`config.mk`:
```
export PLATFORM = sky130hd
export DESIGN_NAME = power_meter_autorange_step_top
export DESIGN_NICKNAME = d
export VERILOG_FILES = /design/src/design/pmas_pkg.sv /design/src/design/pmas_mul.sv /design/src/design/pmas_div.sv /design/src/design/power_meter_autorange_step_top.sv
export SDC_FILE = /design/constraint.sdc
export NUM_CORES = 2
export LEC_CHECK = 0
export ABC_CLOCK_PERIOD_IN_PS = 30700
export BUFFER_PORTS_ARGS = -buffer_cell sky130_fd_sc_hd__buf_2
export CORE_MARGIN = 3
export CORE_UTILIZATION = 40
export CTS_CLUSTER_DIAMETER = 80
export DETAILED_ROUTE_END_ITERATION = 10
export HOLD_SLACK_MARGIN = 0.15
export SLEW_MARGIN = 25
export SYNTH_ARGS = -nofsm -noshare
export SYNTH_HDL_FRONTEND = slang
export SYNTH_SLANG_ARGS = --single-unit
```
`constraint.sdc`:
```
create_clock -name clk_i -period 30.7 [get_ports clk_i]
set_clock_uncertainty 0.1 [all_clocks]
set_input_delay 3.07 -clock clk_i [delete_from_list [all_inputs] [get_ports clk_i]]
set_output_delay 3.07 -clock clk_i [all_outputs]
set_load 0.01 [all_outputs]
```
`src/design/pmas_pkg.sv`:
```
// shared constants and types for the power meter autorange step block
`timescale 1ns / 1ps
package pmas_pkg;

  localparam int unsigned CFG_VOFS = 0;
  localparam int unsigned CFG_IOFS = 1;
  localparam int unsigned CFG_FSTART = 2;
  localparam int unsigned CFG_FFULL = 3;

  localparam logic [16:0] V_NUM = 17'd97506;
  localparam logic [16:0] V_DEN = 17'd100000;

  // multiplier operand selects, one per scaled quantity
  typedef enum logic [2:0] {
    MUL_VOLT,
    MUL_CURR,
    MUL_POWER,
    MUL_DUTY,
    MUL_GAIN
  } mul_sel_e;

  // current scale factor per gain code
  function automatic logic [16:0] curr_num(input logic [1:0] g);
    logic [16:0] r;
    unique case (g)
      2'd0: r = 17'd54349;
      2'd1: r = 17'd27175;
      2'd2: r = 17'd13587;
      default: r = 17'd67937;
    endcase
    return r;
  endfunction

  function automatic logic [16:0] curr_den(input logic [1:0] g);
    return (g == 2'd3) ? 17'd100000 : 17'd10000;
  endfunction

  // divisor of each quantity
  function automatic logic [16:0] op_den(input mul_sel_e op, input logic [1:0] g);
    logic [16:0] r;
    unique case (op)
      MUL_VOLT: r = V_DEN;
      MUL_CURR: r = curr_den(g);
      MUL_POWER: r = 17'd1000;
      MUL_DUTY: r = 17'd30000;
      default: r = 17'h7FFF;
    endcase
    return r;
  endfunction

  // floor(2^41 / divisor), paired with the numerator shifted right by 9
  function automatic logic [31:0] op_recip(input mul_sel_e op, input logic [1:0] g);
    logic [31:0] r;
    unique case (op)
      MUL_VOLT: r = 32'd21990232;
      MUL_CURR: r = (g == 2'd3) ? 32'd21990232 : 32'd219902325;
      MUL_POWER: r = 32'd2199023255;
      MUL_DUTY: r = 32'd73300775;
      default: r = 32'd67110912;
    endcase
    return r;
  endfunction

endpackage

```
`src/design/pmas_mul.sv`:
```
// shared registered multiplier, operands up to 32 by 32 unsigned
`timescale 1ns / 1ps
module pmas_mul (
  input  logic        clk_i,
  input  logic [31:0] a_i,
  input  logic [31:0] b_i,
  output logic [63:0] p_o
);
  logic [63:0] p_q;
  always_ff @(posedge clk_i) begin
    p_q <= a_i * b_i;
  end
  assign p_o = p_q;
endmodule

```
`src/design/pmas_div.sv`:
```
// quotient correction: steps an estimated quotient up until the remainder is below the divisor
`timescale 1ns / 1ps
module pmas_div (
  input  logic        clk_i,
  input  logic        rst_ni,
  input  logic        start_i,
  input  logic [47:0] num_i,
  input  logic [47:0] prod_i,
  input  logic [31:0] quo_i,
  input  logic [16:0] den_i,
  output logic        done_o,
  output logic [31:0] quo_o
);
  logic [19:0] r_q;
  logic [31:0] q_q;
  logic [16:0] den_q;
  logic        busy_q;
  logic [47:0] rem0;

  // estimate is at most two short, so the remainder stays below three divisors
  assign rem0 = num_i - prod_i;
  assign done_o = busy_q && (r_q < {3'b000, den_q});

  always_ff @(posedge clk_i or negedge rst_ni) begin
    if (!rst_ni) begin
      busy_q <= 1'b0;
    end else begin
      if (start_i) busy_q <= 1'b1;
      else if (done_o) busy_q <= 1'b0;
    end
  end

  always_ff @(posedge clk_i) begin
    if (start_i) begin
      r_q <= rem0[19:0];
      q_q <= quo_i;
      den_q <= den_i;
    end else if (busy_q && !done_o) begin
      r_q <= r_q - {3'b000, den_q};
      q_q <= q_q + 32'd1;
    end
  end

  assign quo_o = q_q;
endmodule

```
`src/design/power_meter_autorange_step_top.sv`:
```
// top level of the power meter autorange step block
`timescale 1ns / 1ps
// usage:
// one signed converter sample enters on sample_i with valid_i/ready_o.
// items alternate voltage phase and current phase, starting with voltage.
// each request gives one result on the output channel (valid_o/ready_i),
// carrying the held voltage, current, power, fan duty, next channel and
// gain, and change flags.
// all work runs through one shared registered multiplier: each scaled
// quantity takes a product pass, a reciprocal pass and a remainder pass,
// then correction steps until the remainder is below the divisor.
// a voltage request computes the voltage alone; a current request computes
// current, power, duty and gain in turn before valid_o rises.
// ready_o is low from acceptance until the cycle after the result is
// taken, so a new request waits until the last result is taken;
// a stalled receiver simply holds the result.
// reset restores the register defaults (offsets 40 and 131, fan start
// 5000, full duty 3838), voltage phase, gain code 3, held values zero.
// configuration writes (cfg_we_i, cfg_idx_i, cfg_data_i) must come only
// while the block is idle with no result waiting.
module power_meter_autorange_step_top #(
  parameter int unsigned SAMPLE_BITS = 16
) (
  input  logic               clk_i,
  input  logic               rst_ni,
  input  logic               cfg_we_i,
  input  logic [1:0]         cfg_idx_i,
  input  logic [15:0]        cfg_data_i,
  input  logic               valid_i,
  output logic               ready_o,
  input  logic [SAMPLE_BITS-1:0] sample_i,
  output logic               valid_o,
  input  logic               ready_i,
  output logic signed [15:0] voltage_mv_o,
  output logic signed [18:0] current_ma_o,
  output logic signed [23:0] power_mw_o,
  output logic [15:0]        fan_duty_o,
  output logic               next_channel_o,
  output logic [1:0]         next_gain_code_o,
  output logic               voltage_changed_o,
  output logic               current_changed_o,
  output logic               power_changed_o
);
  localparam logic [2:0] S_IDLE = 3'd0;
  localparam logic [2:0] S_MUL  = 3'd1;
  localparam logic [2:0] S_REC  = 3'd2;
  localparam logic [2:0] S_REM  = 3'd3;
  localparam logic [2:0] S_FIX  = 3'd4;
  localparam logic [2:0] S_CORR = 3'd5;
  localparam logic [2:0] S_OUT  = 3'd6;

  logic [2:0] st_q, st_d;
  pmas_pkg::mul_sel_e op_q, op_d;
  logic [7:0] vofs_q, iofs_q;
  logic [15:0] fstart_q, ffull_q;
  logic phase_q;
  logic [1:0] gain_q;
  logic signed [16:0] hv_q;
  logic signed [18:0] hi_q;
  logic signed [23:0] hp_q;
  logic [15:0] hd_q;
  logic [24:0] mag_q;
  logic neg_q;
  logic vch_q, ich_q, pch_q;
  logic nch_q;
  logic [1:0] ngain_q;
  logic [47:0] num_q;
  logic [31:0] qest_q;

  logic [31:0] ma, mb;
  logic [63:0] mp;
  logic div_start;
  logic [16:0] div_den;
  logic div_done;
  logic [31:0] quo;

  logic signed [SAMPLE_BITS:0] sx;
  logic signed [SAMPLE_BITS+1:0] dv;
  logic accept;

  assign accept = valid_i && ready_o;
  assign ready_o = (st_q == S_IDLE);
  assign valid_o = (st_q == S_OUT);
  assign sx = {sample_i[SAMPLE_BITS-1], sample_i};
  assign dv = {sx[SAMPLE_BITS], sx} -
              {{(SAMPLE_BITS-6){1'b0}}, (phase_q ? iofs_q : vofs_q)};

  // saturated results of each quotient
  logic [16:0] vsat;
  logic [18:0] isat;
  logic [23:0] psat;
  logic [15:0] dsat;
  logic signed [16:0] vnew;
  logic signed [18:0] inew;
  logic signed [23:0] pnew;
  logic pneg;
  logic [24:0] hp_mag;
  logic [1:0] gnew;

  assign vsat = (quo > 32'd32000) ? 17'd32000 : quo[16:0];
  assign isat = (quo > 32'd180000) ? 19'd180000 : quo[18:0];
  assign psat = (quo > 32'd5760000) ? 24'd5760000 : quo[23:0];
  assign dsat = (quo > {16'd0, ffull_q}) ? ffull_q : quo[15:0];
  assign pneg = hv_q[16] ^ hi_q[18];
  assign vnew = neg_q ? -$signed(vsat) : $signed(vsat);
  assign inew = neg_q ? -$signed(isat) : $signed(isat);
  assign pnew = pneg ? -$signed(psat) : $signed(psat);
  assign hp_mag = hp_q[23] ? 25'(-{hp_q[23], hp_q}) : {1'b0, hp_q};

  always_comb begin
    if (quo < 32'd256) gnew = 2'd3;
    else if (quo < 32'd512) gnew = 2'd2;
    else if (quo < 32'd1024) gnew = 2'd1;
    else if (quo <= 32'd2048) gnew = 2'd0;
    else gnew = gain_q;
  end

  // multiplier operand mux
  logic [16:0] hv_mag;
  logic [18:0] hi_mag;
  assign hv_mag = hv_q[16] ? 17'(-hv_q) : 17'(hv_q);
  assign hi_mag = hi_q[18] ? 19'(-hi_q) : 19'(hi_q);
  assign div_den = pmas_pkg::op_den(op_q, gain_q);

  always_comb begin
    unique case (st_q)
      S_REC: begin
        // numerator stays below 2^41, so bits 40:9 carry all of it
        ma = mp[40:9];
        mb = pmas_pkg::op_recip(op_q, gain_q);
      end
      S_REM: begin
        ma = mp[63:32];
        mb = 32'(div_den);
      end
      default: begin
        unique case (op_q)
          pmas_pkg::MUL_CURR: begin
            ma = 32'(mag_q);
            mb = 32'(pmas_pkg::curr_num(gain_q));
          end
          pmas_pkg::MUL_POWER: begin
            ma = 32'(hv_mag);
            mb = 32'(hi_mag);
          end
          pmas_pkg::MUL_DUTY: begin
            ma = 32'(hp_mag);
            mb = 32'(ffull_q);
          end
          pmas_pkg::MUL_GAIN: begin
            ma = 32'(mag_q) + 32'(iofs_q);
            mb = 32'(12'd2048 >> gain_q);
          end
          default: begin
            ma = 32'(mag_q);
            mb = 32'(pmas_pkg::V_NUM);
          end
        endcase
      end
    endcase
  end

  pmas_mul u_mul (.clk_i(clk_i), .a_i(ma), .b_i(mb), .p_o(mp));

  assign div_start = (st_q == S_FIX);

  pmas_div u_div (
    .clk_i(clk_i), .rst_ni(rst_ni), .start_i(div_start),
    .num_i(num_q), .prod_i(mp[47:0]), .quo_i(qest_q), .den_i(div_den),
    .done_o(div_done), .quo_o(quo)
  );

  always_comb begin
    st_d = st_q;
    op_d = op_q;
    unique case (st_q)
      S_IDLE: begin
        if (accept) begin
          st_d = S_MUL;
          op_d = phase_q ? pmas_pkg::MUL_CURR : pmas_pkg::MUL_VOLT;
        end
      end
      S_MUL: st_d = S_REC;
      S_REC: st_d = S_REM;
      S_REM: st_d = S_FIX;
      S_FIX: st_d = S_CORR;
      S_CORR: begin
        if (div_done) begin
          unique case (op_q)
            pmas_pkg::MUL_CURR: begin
              st_d = S_MUL;
              op_d = pmas_pkg::MUL_POWER;
            end
            pmas_pkg::MUL_POWER: begin
              st_d = S_MUL;
              op_d = pmas_pkg::MUL_DUTY;
            end
            pmas_pkg::MUL_DUTY: begin
              st_d = S_MUL;
              op_d = pmas_pkg::MUL_GAIN;
            end
            default: st_d = S_OUT;
          endcase
        end
      end
      S_OUT: if (ready_i) st_d = S_IDLE;
      default: st_d = S_IDLE;
    endcase
  end

  always_ff @(posedge clk_i or negedge rst_ni) begin
    if (!rst_ni) begin
      st_q <= S_IDLE;
      op_q <= pmas_pkg::MUL_VOLT;
      vofs_q <= 8'd40;
      iofs_q <= 8'd131;
      fstart_q <= 16'd5000;
      ffull_q <= 16'd3838;
      phase_q <= 1'b0;
      gain_q <= 2'd3;
      hv_q <= '0;
      hi_q <= '0;
      hp_q <= '0;
      hd_q <= '0;
      vch_q <= 1'b0;
      ich_q <= 1'b0;
      pch_q <= 1'b0;
      nch_q <= 1'b0;
      ngain_q <= 2'd0;
    end else begin
      st_q <= st_d;
      op_q <= op_d;
      if (cfg_we_i) begin
        unique case (cfg_idx_i)
          2'(pmas_pkg::CFG_VOFS): vofs_q <= cfg_data_i[7:0];
          2'(pmas_pkg::CFG_IOFS): iofs_q <= cfg_data_i[7:0];
          2'(pmas_pkg::CFG_FSTART): fstart_q <= cfg_data_i;
          default: ffull_q <= cfg_data_i;
        endcase
      end
      if (accept) begin
        vch_q <= 1'b0;
        ich_q <= 1'b0;
        pch_q <= 1'b0;
      end
      if (st_q == S_CORR && div_done) begin
        unique case (op_q)
          pmas_pkg::MUL_VOLT: begin
            vch_q <= (vnew != hv_q);
            hv_q <= vnew;
            phase_q <= 1'b1;
            nch_q <= 1'b1;
            ngain_q <= gain_q;
          end
          pmas_pkg::MUL_CURR: begin
            ich_q <= (inew != hi_q);
            hi_q <= inew;
          end
          pmas_pkg::MUL_POWER: begin
            pch_q <= (pnew != hp_q);
            hp_q <= pnew;
          end
          pmas_pkg::MUL_DUTY: begin
            hd_q <= (hp_mag < {9'd0, fstart_q}) ? 16'd0 : dsat;
          end
          default: begin
            gain_q <= gnew;
            phase_q <= 1'b0;
            nch_q <= 1'b0;
            ngain_q <= 2'd0;
          end
        endcase
      end
    end
  end

  always_ff @(posedge clk_i) begin
    if (accept) begin
      neg_q <= dv[SAMPLE_BITS+1];
      mag_q <= 25'(dv[SAMPLE_BITS+1] ? -dv : dv);
    end
    if (st_q == S_REC) num_q <= mp[47:0];
    if (st_q == S_REM) qest_q <= mp[63:32];
  end

  assign voltage_mv_o = hv_q[15:0];
  assign current_ma_o = hi_q;
  assign power_mw_o = hp_q;
  assign fan_duty_o = hd_q;
  assign next_channel_o = nch_q;
  assign next_gain_code_o = ngain_q;
  assign voltage_changed_o = vch_q;
  assign current_changed_o = ich_q;
  assign power_changed_o = pch_q;

`ifndef SYNTHESIS
  a_ready_idle: assert property (@(posedge clk_i) disable iff (!rst_ni)
    ready_o |-> !valid_o) else $error("ready while result pending");
  a_out_hold: assert property (@(posedge clk_i) disable iff (!rst_ni)
    (valid_o && !ready_i) |=> valid_o) else $error("result dropped");
  a_volt_gain: assert property (@(posedge clk_i) disable iff (!rst_ni)
    (valid_o && !next_channel_o) |-> next_gain_code_o == 2'd0)
    else $error("voltage gain not one");
  a_flags: assert property (@(posedge clk_i) disable iff (!rst_ni)
    (valid_o && next_channel_o) |-> (!current_changed_o && !power_changed_o))
    else $error("flags in voltage phase");
`endif
endmodule

```
==> flow_summary.json <==
{
  "rows": 132,
  "antenna_found_initial": 1,
  "cts-buffers-inserted": 40,
  "worst_r2r_endpoint": "u_mul.p_o[57]",
  "clock_latency_ns": 0.61,
  "synthToLayoutAreaGrowth_pct": 7.88,
  "gp_congestion": 0.999,
  "vias": 43200,
  "first_global_vias": 43500,
  "arrival_ns": 12.15,
  "hold_viol": 0,
  "clockRootBuffer": "clkbuf_16",
  "synth-seq-cells": 343,
  "cts_max_path_buffers": 3,
  "final_net_count": 7304,
  "crit_path_max_incr_delay_ns": 0.69,
  "cp_common_cell": "fa_1",
  "tightest_slew_ns": 1.13,
  "ios": 122,
  "routed_wl_um": 178000,
  "clk_pin_slew_ns": 0.06,
  "drtIter0Drc": 3988,
  "yosysWarnings": 0,
  "worstSetupEndpointType": "flop",
  "r2r_start": "op_q[0]",
  "min_from": "u_mul.p_o[5]",
  "die_x_um": 368,
  "fillers": 13000,
  "synth_edf_count": 140,
  "hold_depth": 0,
  "hp-class": "flop to flop",
  "final_max_slew_viol_count": 0,
  "hold_end": "num_q[5]",
  "cp_data_required_time_ns": 31.12,
  "relSlewSlack": 0.246,
  "rr_worst_depth": 34,
  "r2r_slack_ns": 18.98,
  "drtAntennaViolNets": 0,
  "grt_use_total": 0.262,
  "setup_viol": 0,
  "overflow": 0,
  "die_y_um": 368,
  "cts_setup_buffers": 0,
  "drc": 0,
  "cts_tree": "yes",
  "critPathKind": "flop to flop",
  "syn_area_per_cell_um2": 8.61,
  "crit_path_top_delay_cell": "dfrtp_1",
  "dpl.hpwl_um": 141000,
  "avgViaCountPerCell": 5.51,
  "critPathLaunch": "op_q[0]",
  "ys_types": 98,
  "period_needed_ns": 11.72,
  "ctsHoldBuffers": 0,
  "synthCells": 6079,
  "maxCapViolations": 0,
  "grt_pass1_wl_um": 271000,
  "wl_per_cell_um": 22.8,
  "grt_max_degree": 104,
  "ctsResizeCount": 0,
  "first_pass_iters": 6,
  "syn_area_mm2": 0.0524,
  "cts_htree_levels": 2,
  "start_kind": "flop",
  "coreArea_mm2": 0.130,
  "dieArea_mm2": 0.135,
  "ys_seq_area_frac": 0.172,
  "setup_tns_ns": 0,
  "clkSinkCount": 343,
  "start_util": 0.403,
  "port_buffers": 121,
  "synth_ff_type": "edfxtp_1",
  "fmax_ghz": 0.0853,
  "synthArstFlopShare": 0.405,
  "cp_max_fo": 25,
  "post-route-period-util": 0.382,
  "rsz0062_at_grt": "no",
  "layout-drive-gt1-share": 0.0777,
  "outcome": "finished clean"
}
[routing by layer]
metal,track usage,share of wire
met4,0.101,0.046
met1,0.355,0.42
met5,0,0
met3,0.0440,0.083
met2,0.421,0.46
[placed cells by master (no fill, tap or decap), drive strengths merged, types with 26 or more instances in the layout]
cell type and instances:
clkbuf 53, ha 464, nand3 71, mux2 79
nand4 34, buf 235, xor2 104, fa 744
xnor2 151, edfxtp 140, dfrtp 117, o31ai 37
dfxtp 64, nand2 636, nand2b 74, o21a 26
nor3 66, o21ai 275, nor2b 27, or3 30
mux2i 47, a21oi 195, inv 1159, and3 26
nor2 721, a21o 81, a211oi 28
[cells in the mapped netlist, drive strengths merged, types with 15 or more instances]
master,instances,area (µm²)
o21bai,18,135
dfxtp,64,1280
mux2,79,890
nand2b,74,463
edfxtp,140,4200
or2,16,100
nor2b,27,169
nand4,34,213
dfrtp,117,2930
a21oi,195,983
buf,60,328
o22ai,19,119
o21ai,275,1380
mux2i,47,470
nand3,71,355
xor2,104,911
nor4,25,188
o31ai,37,278
a31oi,25,156
o211ai,16,120
and3,26,163
or3,30,198
o21a,26,195
fa,744,14900
a211oi,28,210
nand2,636,2390
inv,1156,4340
dfstp,22,578
nor2,721,2710
xnor2,151,1320
a221oi,21,184
clkbuf,247,927
and2,21,131
a22oi,15,113
nor3,66,335
ha,464,5810
a21o,81,608
[cell type report]
class,instances,area (µm²),share of cell area
diodes,1,2.50,0.0000443
flip-flops and latches,343,8990,0.159
clock inverters,22,388,0.00687
well taps,1742,2180,0.0386
clock buffers,52,1150,0.0203
repair buffers,236,1490,0.0263
multi-input cells,4276,37900,0.672
inverters,1160,4350,0.0771
[state kept, by name, indices dropped and copies added (netlist names), 10 cells and up]
name / count
hv_q: 17
current_ma_o: 19
u_div.r_q: 20
power_mw_o: 24
num_q: 20
u_mul.p_o: 64
mag_q: 25
u_div.quo_o: 32
qest_q: 32
ffull_q: 16
u_div.den_q: 10
fan_duty_o: 16
fstart_q: 16
[critical path: cells and delay by family, from the launching register on]
family	cells	cell delay (ns)
AO/OA/AOI/OAI	12	3.66
XOR/XNOR	1	0.15
adder cells (fa/ha/maj)	9	4.43
buffers and inverters	7	0.57
flip-flops	1	0.69
AND/OR/NAND/NOR	5	2.05
[metrics by stage]
stage | hold WS (ns) | worst slack, ns | utilization | cells | area, µm²
after floorplan | 0.303 | 20.23 | - | 6087 | 52400
after global routing | 0.348 | 18.38 | 0.435 | 7831 | 56500
after detailed placement | 0.314 | 19.15 | 0.423 | 7757 | 54900
after global placement | 0.311 | 18.93 | 0.423 | 7756 | 54900
final | 0.330 | 18.98 | 0.435 | 7832 | 56500
after CTS | 0.327 | 19.12 | 0.435 | 7831 | 56500
[cells by family after synthesis]
family                   Yosys count  synth area share
AO/OA/AOI/OAI                    881             0.107
buffers and inverters           1468             0.107
multiplexers                     126            0.0260
AND/OR/NAND/NOR                 1796             0.149
flip-flops                       343             0.172
adder cells (fa/ha/maj)         1208             0.395
XOR/XNOR                         256            0.0431
other                              1         0.0000716
[worst max path at each step]
stage,cells past startpoint,slack (ns),to
5_1_grt,37,18.38,u_mul.p_o[57]
4_1_cts,38,19.12,u_mul.p_o[63]
3_5_place_dp,37,19.15,u_mul.p_o[57]
2_1_floorplan,37,20.23,u_mul.p_o[57]
3_3_place_gp,36,18.93,u_mul.p_o[58]
6_report,34,18.98,u_mul.p_o[57]
Power is left out: the tool's default activity adds up to more than one toggle a clock period on the data nets, which glitch-free logic cannot reach.
